==> src/rtl/v3n_pkg.sv <==
// shared types and constants for the three-axis vector normalizer
package v3n_pkg;

    localparam int SAMPLE_WIDTH_DEF = 16;
    localparam int UNIT_FRAC_DEF    = 14;
    localparam int LEN_FRAC         = 8;
    localparam int FIELD_WIDTH      = 16;
    localparam int LEN_WIDTH        = 24;
    localparam int AXES             = 3;

    localparam logic [31:0]          UNIT_POS_MAX = 32'd32767;
    localparam logic [31:0]          UNIT_NEG_MAG = 32'd32768;
    localparam logic [LEN_WIDTH-1:0] LEN_MAX      = {LEN_WIDTH{1'b1}};

    // per-request control that travels with the data down the cell row
    typedef struct packed {
        logic            valid;
        logic            zero;
        logic [AXES-1:0] neg;
    } v3n_ctrl_t;

    // finished result as it sits in the output stage
    typedef struct packed {
        logic [AXES-1:0][FIELD_WIDTH-1:0] unit;
        logic [LEN_WIDTH-1:0]             length;
        logic                             zero_vector;
    } v3n_result_t;

endpackage

==> src/rtl/v3n_sqrt_cell.sv <==
// one restoring square root step: settles one bit of the scaled length
module v3n_sqrt_cell #(
    parameter int SW   = 16,
    parameter int RW   = 24,
    parameter int STEP = 0
) (
    input  logic                 clk,
    input  logic                 rst_n,
    input  logic                 en,
    input  v3n_pkg::v3n_ctrl_t   ctrl_in,
    input  logic [2*SW-1:0]      sum_in,
    input  logic [SW-1:0]        mag_in [v3n_pkg::AXES],
    input  logic [RW-1:0]        root_in,
    input  logic [RW:0]          rem_in,
    output v3n_pkg::v3n_ctrl_t   ctrl_out,
    output logic [2*SW-1:0]      sum_out,
    output logic [SW-1:0]        mag_out [v3n_pkg::AXES],
    output logic [RW-1:0]        root_out,
    output logic [RW:0]          rem_out
);
    import v3n_pkg::*;

    logic [1:0]    pair;
    logic [RW+2:0] rem_sh;
    logic [RW+2:0] trial;
    logic          ge;

    // fraction pairs below the sum are zero
    if (STEP >= LEN_FRAC) begin : g_pair
        assign pair = sum_in[2*(STEP-LEN_FRAC) +: 2];
    end else begin : g_nopair
        assign pair = 2'b00;
    end

    assign rem_sh = {rem_in, pair};
    assign trial  = {1'b0, root_in, 2'b01};
    assign ge     = (rem_sh >= trial);

    always_ff @(posedge clk or negedge rst_n) begin
        if (!rst_n)
        begin
            ctrl_out <= '0;
        end
        else if (en)
        begin
            ctrl_out <= ctrl_in;
        end
    end

    always_ff @(posedge clk) begin
        if (en)
        begin
            sum_out  <= sum_in;
            mag_out  <= mag_in;
            root_out <= {root_in[RW-2:0], ge};
            rem_out  <= ge ? (RW+1)'(rem_sh - trial) : (RW+1)'(rem_sh);
        end
    end

endmodule

==> config.mk <==
export PLATFORM = sky130hd
export DESIGN_NAME = v3n_sqrt_cell
export DESIGN_NICKNAME = d
export VERILOG_FILES = /design/src/rtl/v3n_pkg.sv /design/src/rtl/v3n_sqrt_cell.sv
export SDC_FILE = /design/constraint.sdc
export NUM_CORES = 1
export LEC_CHECK = 0
export CAP_MARGIN = 20
export CELL_PAD_IN_SITES_DETAIL_PLACEMENT = 1
export CELL_PAD_IN_SITES_GLOBAL_PLACEMENT = 1
export CORE_ASPECT_RATIO = 0.6
export CORE_MARGIN = 4
export CORE_UTILIZATION = 34
export CTS_CLUSTER_DIAMETER = 100
export CTS_CLUSTER_SIZE = 10
export DETAILED_ROUTE_END_ITERATION = 6
export DONT_BUFFER_PORTS = 1
export PLACE_DENSITY = 0.55
export SETUP_SLACK_MARGIN = 0.3
export SYNTH_ARGS = -nofsm -noshare
export SYNTH_HDL_FRONTEND = slang
export SYNTH_SLANG_ARGS = --single-unit
==> constraint.sdc <==
create_clock -name clk -period 1.1 [get_ports clk]
set_input_delay 0.22 -clock clk [delete_from_list [all_inputs] [get_ports clk]]
set_output_delay 0.22 -clock clk [all_outputs]
set_load 0.05 [all_outputs]
==> results.md <==
* Vias in the first global route at 5236
* #FFs+latches synth at 133
* Least-Margin Pin Slew at 0.500 ns
* Initial DRT Pass Iterations at 5
* Vias at 5019
* Period utilisation layout at 191%
* Die height at 109 um
* Total grt overflow at 0
* Critical path startpoint: root_in[1]
* Port-buffer cells at 0
* Row Count at 36
* R2R cell count at 2
* Place WS at -1.40 ns
* DRC viols at 0
* Cells after Synth at 388
* Clk sink count at 133
* Routability Congestion at 0.888
* TritonCTS Buffers at 17
* Routed wl met2 at 12.8 mm
* Synth unique cells at 49
* Final Setup Violations at 159
* Worst R2R Start: ctrl_out[3]
* Die X at 177 um
* Avg WL per Cell at 27.1 um
* Largest net degree at the start of global routing at 134
* First-pass GRT wire length at 36.7 mm
* Root Driver: clkbuf_16
* Total Routing Usage GR at 26.3%
* Top Ports at 271
* H-tree depth at 4
* # nets final at 889
* Vias per cell at 5.18
* Async S/R FF share, synth at 3.76%
* Commonest non-fill, non-tap cells in the layout: 135 x buf_6, 128 x edfxtp_1, 109 x dlygate4sd3_1, 85 x buf_4, 21 x inv_1
* Layout cell share with drive strength beyond 1 at 45.9%
* Final HPWL DP at 14.7 mm
* Clk slew on worst S/H paths at 0.06 ns
* Failing checks: hold timing, setup timing
* Max clock buf depth at 2
* Fin Clk Skew at 0 ns
* Slew margin rel. at 66.3%
* Initial core utilization at 35.3%
* Multi-input combinational cell area at 2020 um2
* Crit. End Element: flip-flop
* CP cell instances: inv_16, ha_4, a21o_1, nand4_1, a2111oi_4, o41a_4, a21oi_4, inv_4, clkbuf_16, mux2_4
* CP Capture Point: rem_out[24]
* Pleak at 4.23 nW
* Minimum clock period at 2.10 ns
* Flop-to-flop setup slack at 0.19 ns
* Top FF cell, synth: edfxtp_1
* CP peak stage delay at 0.52 ns
* Die area at 19300 um2
* Warnings, synthesis at 0
* Slowest cell on the critical path: o41a_4
* Final Max Slew Viols at 0
* Register area at 3980 um2
* Final hold vios at 35
* Most common cell after layout, fill and taps aside: buf_6
* Fin util at 62.7%
* PwrDens at 1680 nW/um2
* CP Max Fanout at 5
* Worst setup margin at -1.00 ns
* Post-Syn Area at 5810 um2
* Post-synth EDFFs at 128
* Highest routed layer: met4
* Peak supply drop at 1.12 mV
* Crit path DAT at 2.28 ns
* Area grow syn2layout at 77.8%
* Crit start category: input pin
* Clk_lat worst skew at 0.42 ns
* Critical R2R Capture: ctrl_out[3]
* Sequential share of the synthesized area at 68.3%
* WL met1 at 10.6 mm
* # fillers at 1595
* CORE AREA at 16500 um2
* WL met3 at 2.50 mm
* Critical path type: in2reg
* Hold Worst Slack at -0.0875 ns
* Syn_nets at 550
* Syn avg cell area at 15.0 um2
* Post-CTS Hold Fix Bufs at 109
* Min-Delay Path Class: in2reg
* WL final at 26.2 mm
* CTS tree: built
* RSZ-0062 raised after global routing: yes
* Total power at 17.4 mW
* Max-cap violations at 0
* CP Data Required Time at 1.28 ns
* Outcome: finished with violations
* Achievable clock frequency at 0.475 GHz
* ANT nets after route at 0
* DR iter-0 viols at 453
* Initial antenna violation count at 1
-- routing by layer --
layer,global-route usage [%],vias up
li1,-,2160
met1,33.5,2570
met2,44.4,259
met3,8.77,30
met4,5.41,0
met5,0,-
-- final cells by class --
class	instances	area share (%)
multi-input combinational	211	19.6
clock inverter	15	1.40
tap	228	2.76
inverter	31	1.38
clock buffer	17	4.12
antenna	1	0.0242
timing repair buffer	333	32.3
sequential	133	38.5
-- power breakdown --
group | switching [mW] | internal (mW) | total (mW)
Clock | 2.61 | 3.18 | 5.79
Combinational | 3.01 | 2.16 | 5.18
Sequential | 0.287 | 6.13 | 6.42
Total | 5.91 | 11.5 | 17.4
-- state kept, by name, indices dropped and copies added, names as in the netlist --
name      cells
ctrl_out      5
mag_out      48
rem_out      24
root_out     24
sum_out      32
-- repair_timing --
| action | 4_1_cts | 5_1_grt |
|---|---|---|
| pin swaps | 10 | 5 |
| gates cloned | 0 | 1 |
| endpoints found under the hold margin | 245 | 143 |
| setup endpoints to repair | 159 | 162 |
| resized for setup | 153 | 22 |
| buffers inserted | 6 | 5 |
-- synth_stat cells, types with 3 or more instances --
library cell  count  area share, %
a21oi_2           3           0.45
xor2_1            8            1.2
xnor2_1           8            1.2
a21oi_1          25            2.2
a211oi_1          7           0.90
buf_2             6           0.52
mux2_4           15            3.9
nand4_1           7           0.75
o22ai_1           3           0.32
a2111oi_0         3           0.45
clkbuf_1          4           0.26
ha_1             24            5.2
edfxtp_1        128             66
a21o_1            8            1.0
nor3_1            6           0.52
nand2_1          21            1.4
dfrtp_1           5            2.2
o21ai_0          16            1.4
mux2_2            8            1.5
inv_1            30            1.9
nand3_1           4           0.34
o211ai_1          4           0.52
nor2_1           13           0.84
-- worst min-delay path by stage --
| stage | start | end | slack (ns) | cells after the start |
|---|---|---|---|---|
| after CTS | en | root_out[14] | -0.10 | 0 |
| after global placement | rst_n | ctrl_out[3] | -0.08 | 0 |
| after floorplan | rst_n | ctrl_out[0] | -0.08 | 0 |
| after global routing | en | mag_out[11] | -0.11 | 0 |
| after detailed placement | rst_n | ctrl_out[3] | -0.08 | 0 |
| final | en | mag_out[11] | -0.09 | 0 |
-- kinds of logic after synthesis --
kind of cell / count (synthesis) / synth area share [%]
AO/OA/AOI/OAI: 84 / 9.84
XOR/XNOR: 16 / 2.41
adder cells (fa/ha/maj): 25 / 5.51
buffers and inverters: 44 / 3.29
flip-flops: 133 / 68.3
multiplexers: 24 / 5.60
AND/OR/NAND/NOR: 62 / 5.08
-- stage by stage --
| stage | std cells | instance area (um2) | setup TNS [ns] |
|---|---|---|---|
| 3_5_place_dp | 815 | 7870 | -33.09 |
| 5_1_grt | 969 | 10300 | -44.72 |
| 3_3_place_gp | 815 | 7870 | -32.28 |
| 6_report | 969 | 10300 | -39.98 |
| 4_1_cts | 962 | 10200 | -35.70 |
| 2_1_floorplan | 388 | 6080 | -28.75 |
-- critical path, delay by kind of cell --
family	cells	cell delay [ns]
fa+ha+maj	1	0.19
buf+inv	3	0.29
simple gates	1	0.24
compound gates	4	1.04
mux	1	0.30
Note: power is estimated with default switching activity, not from simulation.
