File: config.mk
export PLATFORM = sky130hd
export DESIGN_NAME = v3n_div_cell
export DESIGN_NICKNAME = d
export VERILOG_FILES = /design/src/rtl/v3n_pkg.sv /design/src/rtl/v3n_div_cell.sv
export SDC_FILE = /design/constraint.sdc
export NUM_CORES = 1
export LEC_CHECK = 0
export ABC_AREA = 0
export ABC_CLOCK_PERIOD_IN_PS = 800
export BUFFER_PORTS_ARGS = -buffer_cell sky130_fd_sc_hd__buf_2
export CORE_MARGIN = 1.5
export CORE_UTILIZATION = 46
export CTS_CLUSTER_DIAMETER = 60
export DETAILED_ROUTE_END_ITERATION = 8
export GPL_TIMING_DRIVEN = 0
export HOLD_SLACK_MARGIN = 0.06
export PLACE_DENSITY = 0.78
export SLEW_MARGIN = 10
export SYNTH_ARGS = -nofsm -noshare
export SYNTH_HDL_FRONTEND = slang
export SYNTH_SLANG_ARGS = --single-unit
File: constraint.sdc
create_clock -name clk -period 0.8 [get_ports clk]
set_input_delay 0.12 -clock clk [delete_from_list [all_inputs] [get_ports clk]]
set_output_delay 0.12 -clock clk [all_outputs]
set_load 0.01 [all_outputs]
File: src/rtl/v3n_pkg.sv
// shared types and constants for the three-axis vector normalizer
package v3n_pkg;

    localparam int SAMPLE_WIDTH_DEF = 16;
    localparam int UNIT_FRAC_DEF    = 14;
    localparam int LEN_FRAC         = 8;
    localparam int FIELD_WIDTH      = 16;
    localparam int LEN_WIDTH        = 24;
    localparam int AXES             = 3;

    localparam logic [31:0]          UNIT_POS_MAX = 32'd32767;
    localparam logic [31:0]          UNIT_NEG_MAG = 32'd32768;
    localparam logic [LEN_WIDTH-1:0] LEN_MAX      = {LEN_WIDTH{1'b1}};

    // per-request control that travels with the data down the cell row
    typedef struct packed {
        logic            valid;
        logic            zero;
        logic [AXES-1:0] neg;
    } v3n_ctrl_t;

    // finished result as it sits in the output stage
    typedef struct packed {
        logic [AXES-1:0][FIELD_WIDTH-1:0] unit;
        logic [LEN_WIDTH-1:0]             length;
        logic                             zero_vector;
    } v3n_result_t;

endpackage

File: src/rtl/v3n_div_cell.sv
// one restoring division step for all three axes: one quotient bit each
module v3n_div_cell #(
    parameter int SW    = 16,
    parameter int RW    = 24,
    parameter int QW    = 15,
    parameter int SHIFT = 22,
    parameter int STEP  = 0
) (
    input  logic                 clk,
    input  logic                 rst_n,
    input  logic                 en,
    input  v3n_pkg::v3n_ctrl_t   ctrl_in,
    input  logic [RW-1:0]        len_in,
    input  logic [SW-1:0]        mag_in [v3n_pkg::AXES],
    input  logic [RW-1:0]        rem_in [v3n_pkg::AXES],
    input  logic [QW-1:0]        q_in   [v3n_pkg::AXES],
    output v3n_pkg::v3n_ctrl_t   ctrl_out,
    output logic [RW-1:0]        len_out,
    output logic [SW-1:0]        mag_out [v3n_pkg::AXES],
    output logic [RW-1:0]        rem_out [v3n_pkg::AXES],
    output logic [QW-1:0]        q_out   [v3n_pkg::AXES]
);
    import v3n_pkg::*;

    logic [RW:0] rem_sh  [AXES];
    logic [RW:0] len_ext;
    logic        ge      [AXES];

    assign len_ext = {1'b0, len_in};

    for (genvar a = 0; a < AXES; a++) begin : g_lane
        // dividend bits past the magnitude are the appended zero fraction
        if (STEP >= SHIFT) begin : g_bit
            assign rem_sh[a] = {rem_in[a], mag_in[a][STEP-SHIFT]};
        end else begin : g_zero
            assign rem_sh[a] = {rem_in[a], 1'b0};
        end
        assign ge[a] = (rem_sh[a] >= len_ext);

        always_ff @(posedge clk) begin
            if (en)
            begin
                rem_out[a] <= ge[a] ? RW'(rem_sh[a] - len_ext) : RW'(rem_sh[a]);
                q_out[a]   <= {q_in[a][QW-2:0], ge[a]};
            end
        end
    end

    always_ff @(posedge clk or negedge rst_n) begin
        if (!rst_n)
        begin
            ctrl_out <= '0;
        end
        else if (en)
        begin
            ctrl_out <= ctrl_in;
        end
    end

    always_ff @(posedge clk) begin
        if (en)
        begin
            len_out <= len_in;
            mag_out <= mag_in;
        end
    end

endmodule

==> impl_metrics.toml <==
[worst_setup_path]
cpLargestDelayFamily = "simple AND/OR/NAND/NOR gates"
worstPathMaxFanout = 4
path_class = "in -> reg"
slowest_delay_ps = 560
r2r-end = "ctrl_out[2]"
end_kind = "register"
reg2reg_from = "ctrl_out[2]"
r2r_slack_ps = -110
crit_chain = "buf_8 > clkinvlp_4 > buf_6 > ha_4 > a21o_1 > or3_4 > o211a_1 > o221ai_4 > a21oi_4 > or4_4 > o311ai_4 > mux2i_1"
crit_buf_inv = 3
r2r_cells = 2
cp_slowest_cell = "or4_4"
worstSetupStartpointType = "primary input"
cp_data_required_time_ps = 990
arrival_ps = 2560

[floorplanning]
die_area_sq_um = 24630
die_h_um = 156.9
initial_core_util_pct = 46.72
design.core.area_sq_um = 23330
rows = 56
num_io_pins = 391
die_x_um = 156.9

[route]
ant_nets = 0
drc = 0
avgViaCountPerCell = 5.625
wl_mm = 42.44
drt-pass1-iter-count = 5
drt-initial-drc-count = 752
wl_per_cell_um = 22.54
vias = 10590

[timing]
slew_viol_final = 0
clock_skew_ps = 0
rsz0062_at_grt = "true"
fin_ws_ps = -1566
fmax_ghz = 0.4226
worst_pin_slew_ps = 638.2
period_minus_slack_ps = 2366
slew_headroom_pct = 57.35
finalHoldViolations = 0
setup_violations = 273
finalCritPeriodShare_pct = 295.8

[placed_design]
dpl.cell_count = 1597
post-place-ws_ps = -2286
gp_congestion = 0.9061
portBuffers = 387
dp_hpwl_mm = 25.12
place_area_sq_um = 13690

[global_route]
grt_start_max_net_pins = 77
grt_pass1_vias = 10310
grt-busiest-layer = "met2"
use_met1_pct = 34.08
grt_overflow = 0
antenna_found_initial = 6
grt_pass1_wl_mm = 57.84
grt_use_total_pct = 31.54
grt_util_met3_pct = 6.828
use_met2_pct = 56.62

[worst_hold_path]
hold_class = "in -> reg"
holdPathEnd = "rem_out[62]"
min-delay-start = "rem_in[61]"
min_path_cells = 2

[status]
violations = "negative setup slack"
status = "complete, but fails checks"

[layout]
fillers = 1326
area_delta_synth_final_pct = 67.21
final_area_sq_um = 18230
drive_above_1_share_pct = 50.90
finalNetCount = 1815
stdcell_count = 1883

[clock_tree]
hold_buffers = 143
clock_latency_ps = 440
cts_root_buf = "clkbuf_16"
cts_sinks = 194
htree_levels = 4
cts_buffers = 17
clk_path_buf_depth = 2
cts_tree = "built"
clkTransAtPathRegs_ps = 80

[yosys]
syn_nets = 1162
async_flop_share_pct = 2.577
synth_cell_types = 86
synthCells = 890
synthFlopType = "edfxtp_1"
ys_warn_count = 0
syn_area_sq_um = 10900
avgSynthCellArea_sq_um = 12.25
ys_seq_elements = 194
synth_edf_count = 189
yosysSeqAreaShare_pct = 53.21

[job]
maxCapViolCount = 0

[pwr]
powerDensity_nw_per_um2 = 1828
peakVddDrop_uv = 1543
p_total_uw = 33310
p_leak_uw = 0.007830
[cell type report]
cell class / instances / area, sq um / share of cell area, %
diodes: 8 / 20.02 / 0.1098
well taps: 319 / 399.1 / 2.190
multi-input cells: 622 / 6067 / 33.29
clock inverters: 15 / 211.5 / 1.160
plain buffers: 19 / 249.0 / 1.366
flip-flops and latches: 194 / 5801 / 31.83
repair buffers: 642 / 4810 / 26.39
clock buffers: 17 / 425.4 / 2.334
inverters: 47 / 244.0 / 1.339
[through the flow]
stage,TNS [ps],utilization (%),hold slack [ps]
after floorplan,-110570,-,-175.6
after detailed placement,-261380,58.68,-41.26
final,-163350,78.12,0.7499
after global placement,-718290,58.52,-48.56
after CTS,-162150,75.27,-15.85
after global routing,-173820,78.07,-10.20
[placed cells by master, fill, tap and decap left out, types with 8 or more instances in the layout]
master and n:
a31oi_1 8, mux2_4 41, buf_12 19, nand3_1 14, dlygate4sd3_1 143, buf_8 9, a21o_1 29, diode_2 8
nand2_4 17, clkinvlp_4 13, o21ai_2 17, o21ai_1 9, o21ai_0 26, a21oi_1 40, edfxtp_1 189, o21a_1 10
buf_4 71, a21oi_4 8, nor2b_1 9, xnor2_1 30, ha_1 31, nand2_1 33, inv_1 27, nor2_1 38
mux2i_1 9, ha_4 35, clkbuf_16 17, buf_2 356, buf_6 53, nand4_1 11, and3_1 8, xor2_1 17
[synth_stat cells, types with 4 or more instances]
cell type,n,area (sq um)
o21a_1,10,75.07
ha_1,72,900.9
and2_1,7,43.79
xnor2_1,30,262.8
a21oi_1,53,265.3
mux2_1,12,135.1
mux2_2,18,202.7
o31ai_1,5,37.54
inv_1,47,176.4
or3_1,5,31.28
edfxtp_1,189,5675
buf_2,9,45.04
a31oi_1,14,87.58
nor2b_1,11,68.82
a21o_1,29,217.7
buf_6,4,45.04
o211ai_1,4,30.03
o31a_1,5,43.79
o21ai_0,51,255.2
nand3_1,20,100.1
xor2_1,17,148.9
mux2i_1,9,90.09
and3_1,14,87.58
nand4_1,11,68.82
nor2_1,44,165.2
mux2_4,16,240.2
nand2_1,54,202.7
clkbuf_1,8,30.03
dfrtp_1,5,125.1
nor3_1,10,50.05
a211oi_1,12,90.09
o21bai_1,6,45.04
nand2b_1,8,50.05
[flip-flops by register name (all words and copies together) (netlist names)]
name      count
rem_out      72
ctrl_out      5
q_out        45
len_out      24
mag_out      48
[power by group]
group,switching (uW),internal (uW)
Clock,4780,4410
Sequential,354,12500
Combinational,5560,5690
[worst max path at each step]
stage          slack, ps       from  cells after the start           to
2_1_floorplan      -1640  len_in[6]                     11  rem_out[16]
3_3_place_gp       -3040         en                      2  ctrl_out[3]
3_5_place_dp       -2290  len_in[6]                     12  rem_out[19]
4_1_cts            -1520  len_in[6]                     15  rem_out[56]
5_1_grt            -1670  len_in[9]                     12  rem_out[40]
6_report           -1570  len_in[7]                     12  rem_out[66]
[routing by layer]
metal,wire length [um],up-vias
li1,-,4746
met4,3143,2
met3,3190,182
met1,14680,5070
met5,12,-
met2,21410,591
[cell families after synthesis]
logic type / share of synthesized area (%)
AOI/OAI and AO/OA: 14.91
and+or+nand+nor: 9.849
DFF: 53.21
adders and majority gates: 8.815
buffers and inverters: 3.306
muxes: 6.129
xor gates and xnor gates: 3.776
[what timing repair did]
item                                    in CTS  in global routing
gates cloned                                 9                  0
gates resized for setup                    205                139
pin swaps                                   60                 73
buffers inserted                            86                 31
endpoints found under the setup margin     390                275
endpoints found under the hold margin      185                 39
(Power assumes the default switching activity.)
