**config.mk**
```make
export PLATFORM = sky130hd
export DESIGN_NAME = v3n_out_skid
export DESIGN_NICKNAME = d
export VERILOG_FILES = /design/src/rtl/v3n_pkg.sv /design/src/rtl/v3n_out_skid.sv
export SDC_FILE = /design/constraint.sdc
export NUM_CORES = 1
export LEC_CHECK = 0
export ABC_AREA = 1
export BUFFER_PORTS_ARGS = -buffer_cell sky130_fd_sc_hd__buf_4
export CAP_MARGIN = 25
export CORE_MARGIN = 2
export CORE_UTILIZATION = 43
export CTS_CLUSTER_SIZE = 20
export DETAILED_ROUTE_END_ITERATION = 10
export PLACE_DENSITY = 0.65
export SYNTH_ARGS = -nofsm -noshare
export SYNTH_HDL_FRONTEND = slang
export SYNTH_SLANG_ARGS = --single-unit
```
**constraint.sdc**
```tcl
create_clock -name clk -period 4.7 [get_ports clk]
set_input_delay 0.235 -clock clk [delete_from_list [all_inputs] [get_ports clk]]
set_output_delay 0.235 -clock clk [all_outputs]
set_load 0.03 [all_outputs]
```
**src/rtl/v3n_pkg.sv**
```systemverilog
// shared types and constants for the three-axis vector normalizer
package v3n_pkg;

    localparam int SAMPLE_WIDTH_DEF = 16;
    localparam int UNIT_FRAC_DEF    = 14;
    localparam int LEN_FRAC         = 8;
    localparam int FIELD_WIDTH      = 16;
    localparam int LEN_WIDTH        = 24;
    localparam int AXES             = 3;

    localparam logic [31:0]          UNIT_POS_MAX = 32'd32767;
    localparam logic [31:0]          UNIT_NEG_MAG = 32'd32768;
    localparam logic [LEN_WIDTH-1:0] LEN_MAX      = {LEN_WIDTH{1'b1}};

    // per-request control that travels with the data down the cell row
    typedef struct packed {
        logic            valid;
        logic            zero;
        logic [AXES-1:0] neg;
    } v3n_ctrl_t;

    // finished result as it sits in the output stage
    typedef struct packed {
        logic [AXES-1:0][FIELD_WIDTH-1:0] unit;
        logic [LEN_WIDTH-1:0]             length;
        logic                             zero_vector;
    } v3n_result_t;

endpackage

```
**src/rtl/v3n_out_skid.sv**
```systemverilog
// output register with one skid entry so the cell row can keep moving
module v3n_out_skid (
    input  logic                 clk,
    input  logic                 rst_n,
    input  logic                 pipe_valid,
    input  v3n_pkg::v3n_result_t pipe_data,
    output logic                 pipe_ready,
    output logic                 out_valid,
    input  logic                 out_stall,
    output v3n_pkg::v3n_result_t out_data
);
    import v3n_pkg::*;

    logic        out_valid_reg;
    logic        skid_valid_reg;
    v3n_result_t out_data_reg;
    v3n_result_t skid_data_reg;
    logic        slot_free;
    logic        take;

    assign pipe_ready = !skid_valid_reg;
    assign slot_free  = !out_valid_reg || !out_stall;
    assign take       = pipe_valid && !skid_valid_reg;
    assign out_valid  = out_valid_reg;
    assign out_data   = out_data_reg;

    always_ff @(posedge clk or negedge rst_n) begin
        if (!rst_n)
        begin
            out_valid_reg  <= 1'b0;
            skid_valid_reg <= 1'b0;
        end
        else
        begin
            priority if (skid_valid_reg)
            begin
                if (slot_free)
                begin
                    out_valid_reg  <= 1'b1;
                    skid_valid_reg <= 1'b0;
                end
            end
            else if (take)
            begin
                if (slot_free)
                begin
                    out_valid_reg <= 1'b1;
                end
                else
                begin
                    skid_valid_reg <= 1'b1;
                end
            end
            else
            begin
                // nothing arriving: output empties once it is taken
                if (slot_free)
                begin
                    out_valid_reg <= 1'b0;
                end
            end
        end
    end

    always_ff @(posedge clk) begin
        if (skid_valid_reg)
        begin
            if (slot_free)
            begin
                out_data_reg <= skid_data_reg;
            end
        end
        else if (take)
        begin
            if (slot_free)
            begin
                out_data_reg <= pipe_data;
            end
            else
            begin
                skid_data_reg <= pipe_data;
            end
        end
    end

    // skid only fills behind a held output
    a_skid_behind_out: assert property (@(posedge clk) disable iff (!rst_n)
        skid_valid_reg |-> out_valid_reg)
        else $error("skid entry without output entry");

    // a new request behind a held output fills the skid entry and stops the row
    a_full_stops_row: assert property (@(posedge clk) disable iff (!rst_n)
        (out_valid_reg && out_stall && take) |=> skid_valid_reg && !pipe_ready)
        else $error("skid did not capture request");

endmodule

```
==> results of run 1 <==
==> worst max-delay path, cell delays in order, from the launching register on <==
cell	delay [ps]
dfrtp_2	370
buf_4	560
nor2_1	240
nor2_4	610
buf_12	330
==> per-stage QoR <==
step           area (sq um)  utilization [%]  power [uW]  hold slack (ps)  worst slack, ps
6_report               7980             65.8        3380             14.6             2190
5_1_grt                7980             65.8        3510            0.474             1990
4_1_cts                7920             65.4        3400           0.0623             2120
3_5_place_dp           6710             55.4        2030             20.3             2150
3_3_place_gp           6690             55.3        2020             19.7             2250
2_1_floorplan          5380                -        1850            -60.6              439
==> cell usage after synthesis, drive strengths merged <==
cell / count
inv: 2
edfxtp: 146
buf: 16
nand2: 222
nor2: 4
dfrtp: 2
==> routing by layer <==
metal	vias up	track usage (%)	wire length, um
li1	1778	-	-
met1	1655	22.2	4980
met2	120	28.8	5740
met3	13	5.02	559
met4	0	6.90	123
met5	-	0	0
==> path summary, 6_finish.rpt <==
| kind | start | endpoint | slack, ps | depth (start not counted) |
|---|---|---|---|---|
| hold / removal | pipe_data[34] | skid_data_reg[34]$_DFFE_PP_ | 10 | 1 |
| setup reg to reg | skid_valid_reg$_DFF_PN0_ | out_data[48]$_DFFE_PP_ | 2190 | 4 |
| hold reg to reg | skid_data_reg[41]$_DFFE_PP_ | out_data[41]$_DFFE_PP_ | 510 | 2 |
| setup / recovery | skid_valid_reg$_DFF_PN0_ | out_data[48]$_DFFE_PP_ | 2190 | 4 |
| min in group asynchronous | rst_n | skid_valid_reg$_DFF_PN0_ | 180 | 2 |
| max in group asynchronous | rst_n | skid_valid_reg$_DFF_PN0_ | 4420 | 2 |
==> power breakdown <==
part	switching [uW]	internal (uW)	total, uW
sequential	28.3	1570	1590
clock	510	829	1340
combinational	270	180	450
==> final cells by class <==
cell class                 count  area (sq um)
clock buffer                  18           429
clock inverter                14           163
fill                         877          4140
inverter                       2          7.51
multi-input combinational    226           863
sequential                   148          4440
tap                          168           210
timing repair buffer         223          1870
==> logic make-up (layout without fill, tap and decap cells) <==
family,Yosys count,in the layout,share of synthesized area [%]
DFF,148,148,82.4
and+or+nand+nor,226,226,15.8
buffers and inverters,18,257,1.81
==> timing repair <==
action	4_1_cts	5_1_grt
setup buffers	0	0
hold endpoints to repair	62	6
hold buffers	61	6
==> flow_metrics.tcl, run 1 <==
set metrics [dict create \
    outcome "finished clean" \
    fin_crit_sh_pct 53.4 \
    p_leak_uw 0.00337 \
    place_inst 700 \
    dr.first_iter.drc_count 194 \
    ctsResizeCount 0 \
    h-tree-depth 4 \
    rsz0062_at_grt "false" \
    dp_hpwl_um 6790 \
    fp.dieH_um 116 \
    fin_nets 695 \
    cts_tree "done" \
    finalHoldViolCount 0 \
    start_util_pct 44.4 \
    syn-cell-area_sq_um 5380 \
    max_slew_margin_pct 50.8 \
    drc 0 \
    ioPinCount 152 \
    maxCapViolations 0 \
    ir_worst_vdd_mv 0.219 \
    antenna_found_initial 0 \
    worstPathMaxFanout 74 \
    path_class "flip-flop to flip-flop" \
    synthCells 392 \
    diodes 0 \
    vias_per_cell 4.46 \
    fin_crit_ps 2510 \
    endpoint_kind "flip-flop" \
    layout_commonest_cell "nand2_1" \
    design.core.area_sq_um 12100 \
    io_buffers 151 \
    drtAntennaViolNets 0 \
    report.final.slew_viol_count 0 \
    tns_ps 0 \
    yosysSeqAreaShare_pct 82.4 \
    clock.fmax_ghz 0.399 \
    drtPass1Iterations 4 \
    dieArea_sq_um 13400 \
    hold_path.class "input port to flip-flop" \
    start_kind "flip-flop" \
    rows 40 \
    power_density_nw_per_um2 424 \
    numCtsBuffers 17 \
    fin_skew_ps 6.21 \
    synth.avg_cell_area_sq_um 13.7 \
    synth_nets 469 \
    grt_pass1_wl_um 17200 \
    vias 3566 \
    syn_to_final_growth_pct 48.2 \
    wirelength_um 11400 \
    synth.area.top_cells "edfxtp_1, nand2_1, buf_2" \
    worstMarginPinSlew_ps 739 \
    grt_pass1_vias 3450 \
    routabilityCongestion 0.749 \
    clock_latency_ps 420 \
    crit_required_ps 4790 \
    stdcell_count 799 \
    cts_max_path_buffers 2 \
    ys_ff_latch 148 \
    synth_cell_types 8 \
    cts_root_buf "clkbuf_16" \
    die_w_um 116 \
    wl_per_cell_um 14.3 \
    cts_sinks 148 \
    overflow 0 \
    yosys_warnings 0 \
    arrival_ps 2600 \
    path_clk_slew_ps 60 \
    track_usage_pct 17.5 \
    grt_max_degree 75 \
    netlist.area_leader.share_pct 81.5 \
    drive_above_1_share_pct 30.1 \
    layout_common_cells "nand2_1, buf_4, edfxtp_1" \
    setup_viol 0 \
    yosys.area.top_type "edfxtp_1" \
]
(Power assumes the default switching activity.)
==> inputs of run 2 (changes only) <==
ABC_AREA = 0   (was 1)
PLACE_DENSITY = 0.67   (was 0.65)
clock period = 2.15 ns   (was 4.7 ns; I/O delays follow)
==> run 2 against run 1 <==
  * Cell area rose by 1.9%
  * Clock skew down 0.59 ps
  * First-iteration DRC count increased by 22%
  * Clock power is 110% higher
  * Count of clock-buffer cells in the layout increased by 1
  * Register-to-register slack got worse by 1700 ps
  * Cell count is 17% lower
  * Critical endpoint is now out_valid$_DFFE_PN0P_
==> flow_metrics.tcl, run 2 <==
set metrics [dict create \
    yosys_warnings 0 \
    wirelength_um 10600 \
    yosys.area.top_type "edfxtp_1" \
    dr.first_iter.drc_count 236 \
    drive_above_1_share_pct 52.5 \
    synth.avg_cell_area_sq_um 23.1 \
    ctsResizeCount 0 \
    fin_crit_sh_pct 78.7 \
    setup_viol 0 \
    power_density_nw_per_um2 887 \
    wl_per_cell_um 16.0 \
    cts_root_buf "clkbuf_16" \
    async_flop_share_pct 1.35 \
    grt_pass1_wl_um 16200 \
    reg2regPathDepth 3 \
    design.core.area_sq_um 12500 \
    numCtsBuffers 17 \
    cts_tree "done" \
    h-tree-depth 4 \
    ctsHoldBuffers 78 \
    drtAntennaViolNets 0 \
    path_clk_slew_ps 60 \
    max_slew_margin_pct 64.6 \
    netlist.area_leader.share_pct 80.8 \
    worstPathMaxFanout 20 \
    cts_max_path_buffers 2 \
    synth-main-ff-cell "edfxtp_1" \
    layout_commonest_cell "buf_4" \
    clock.fmax_ghz 0.591 \
    worstMarginPinSlew_ps 531 \
    tns_ps 0 \
    synth_cell_types 11 \
    yosysSeqAreaShare_pct 81.8 \
    cts_sinks 148 \
    fin_skew_ps 5.63 \
    drtPass1Iterations 5 \
    yosysMostFrequentCell "edfxtp_1" \
    overflow 0 \
    diodes 0 \
    layout_common_cells "buf_4, edfxtp_1, dlygate4sd3_1" \
    hold_path.class "input port to flip-flop" \
    grt_pass1_vias 3098 \
    finalHoldViolCount 0 \
    vias 3065 \
    syn-cell-area_sq_um 5420 \
    clock_latency_ps 410 \
    track_usage_pct 16.3 \
    synthCells 235 \
    endpoint_kind "flip-flop" \
    ir_worst_vdd_mv 0.451 \
    syn_to_final_growth_pct 49.9 \
    die_w_um 116 \
    arrival_ps 1980 \
    outcome "finished clean" \
    report.final.slew_viol_count 0 \
    start_util_pct 43.5 \
    vias_per_cell 4.61 \
    antenna_found_initial 0 \
    synth_nets 312 \
    synth_edf_count 146 \
    drc 0 \
    placed_area_sq_um 6800 \
    start_kind "flip-flop" \
    path_class "flip-flop to flip-flop" \
    io_buffers 151 \
    final_area_sq_um 8130 \
    maxCapViolations 0 \
    rows 41 \
    timing.hold.ws_ps 415 \
    dp_hpwl_um 6260 \
    ioPinCount 152 \
    worstHoldPathCells 2 \
    ys_ff_latch 148 \
    synth.area.top_cells "edfxtp_1, mux2_2, mux2_4" \
    synth_commonest_cells "edfxtp_1, mux2_2, mux2_4" \
    grt_max_degree 57 \
    seq_area_sq_um 4440 \
    fp.dieH_um 116 \
    n_fill_cell 864 \
    fin_nets 557 \
    p_leak_uw 0.00311 \
    fin_crit_ps 1690 \
    multi_input_area_sq_um 937 \
    postCtsSetupRepairBufs 0 \
    crit_required_ps 2440 \
    routabilityCongestion 0.703 \
    rsz0062_at_grt "false" \
    finish.utilization_pct 65.2 \
    dieArea_sq_um 13500 \
]
## run 2: changes by cell type in the layout (fill, tap and decap cells not counted), sizes merged, moves of 4 or more
cell         before  now
mux2              0   73
clkinv            5   10
nor2              4    0
clkinvlp          6    1
dlygate4sd3      67   78
nand2           222    0
## run 2: cell type report
class / instances / share of cell area, %
sequential: 148 / 54.6
timing repair buffer: 235 / 24.4
multi-input combinational: 77 / 11.5
clock buffer: 19 / 5.33
tap: 172 / 2.65
clock inverter: 13 / 1.43
inverter: 1 / 0.0462
## run 2: report_power, final
group,leakage (uW),switching [uW],internal (uW)
combinational,0.00144,510,478
sequential,0.00140,56.5,3410
clock,0.000270,1080,1680
total,0.00311,1640,5570
## run 2: metrics by stage
stage	setup WS [ps]	power, uW	cells
6_report	459	7210	665
5_1_grt	426	7480	665
4_1_cts	478	7270	665
3_5_place_dp	518	4400	555
3_3_place_gp	532	4390	555
2_1_floorplan	-118	4030	235
## run 2: critical path: stages, from the launching register on
cell           delay [ps]
dfrtp_4               510
buf_4                 240
a211o_1               250
dlygate4sd3_1         570
## run 2: path summary, 6_finish.rpt
path	from	endpoint	slack [ps]
setup / recovery	skid_valid_reg$_DFF_PN0_	out_valid$_DFFE_PN0P_	460
hold / removal	pipe_data[64]	skid_data_reg[64]$_DFFE_PP_	420
setup reg to reg	skid_valid_reg$_DFF_PN0_	out_valid$_DFFE_PN0P_	460
hold reg to reg	skid_data_reg[16]$_DFFE_PP_	out_data[16]$_DFFE_PP_	540
max in group asynchronous	rst_n	skid_valid_reg$_DFF_PN0_	1440
min in group asynchronous	rst_n	out_valid$_DFFE_PN0P_	560
## run 2: cells by family after synthesis
| kind of cell | after synthesis | synth area share (%) |
|---|---|---|
| AOI/OAI and AO/OA | 3 | 0.508 |
| buffers and inverters | 10 | 1.36 |
| and+or+nand+nor | 1 | 0.185 |
| DFF | 148 | 81.8 |
| muxes | 73 | 16.2 |
## run 2: per-layer routing
| layer | global-route usage (%) | routed length (um) | vias up |
|---|---|---|---|
| met3 | 5.19 | 608 | 14 |
| met4 | 7.86 | 169 | 0 |
| met1 | 20.5 | 4500 | 1509 |
| met5 | 0 | 0 | - |
| li1 | - | - | 1437 |
| met2 | 25.9 | 5340 | 105 |
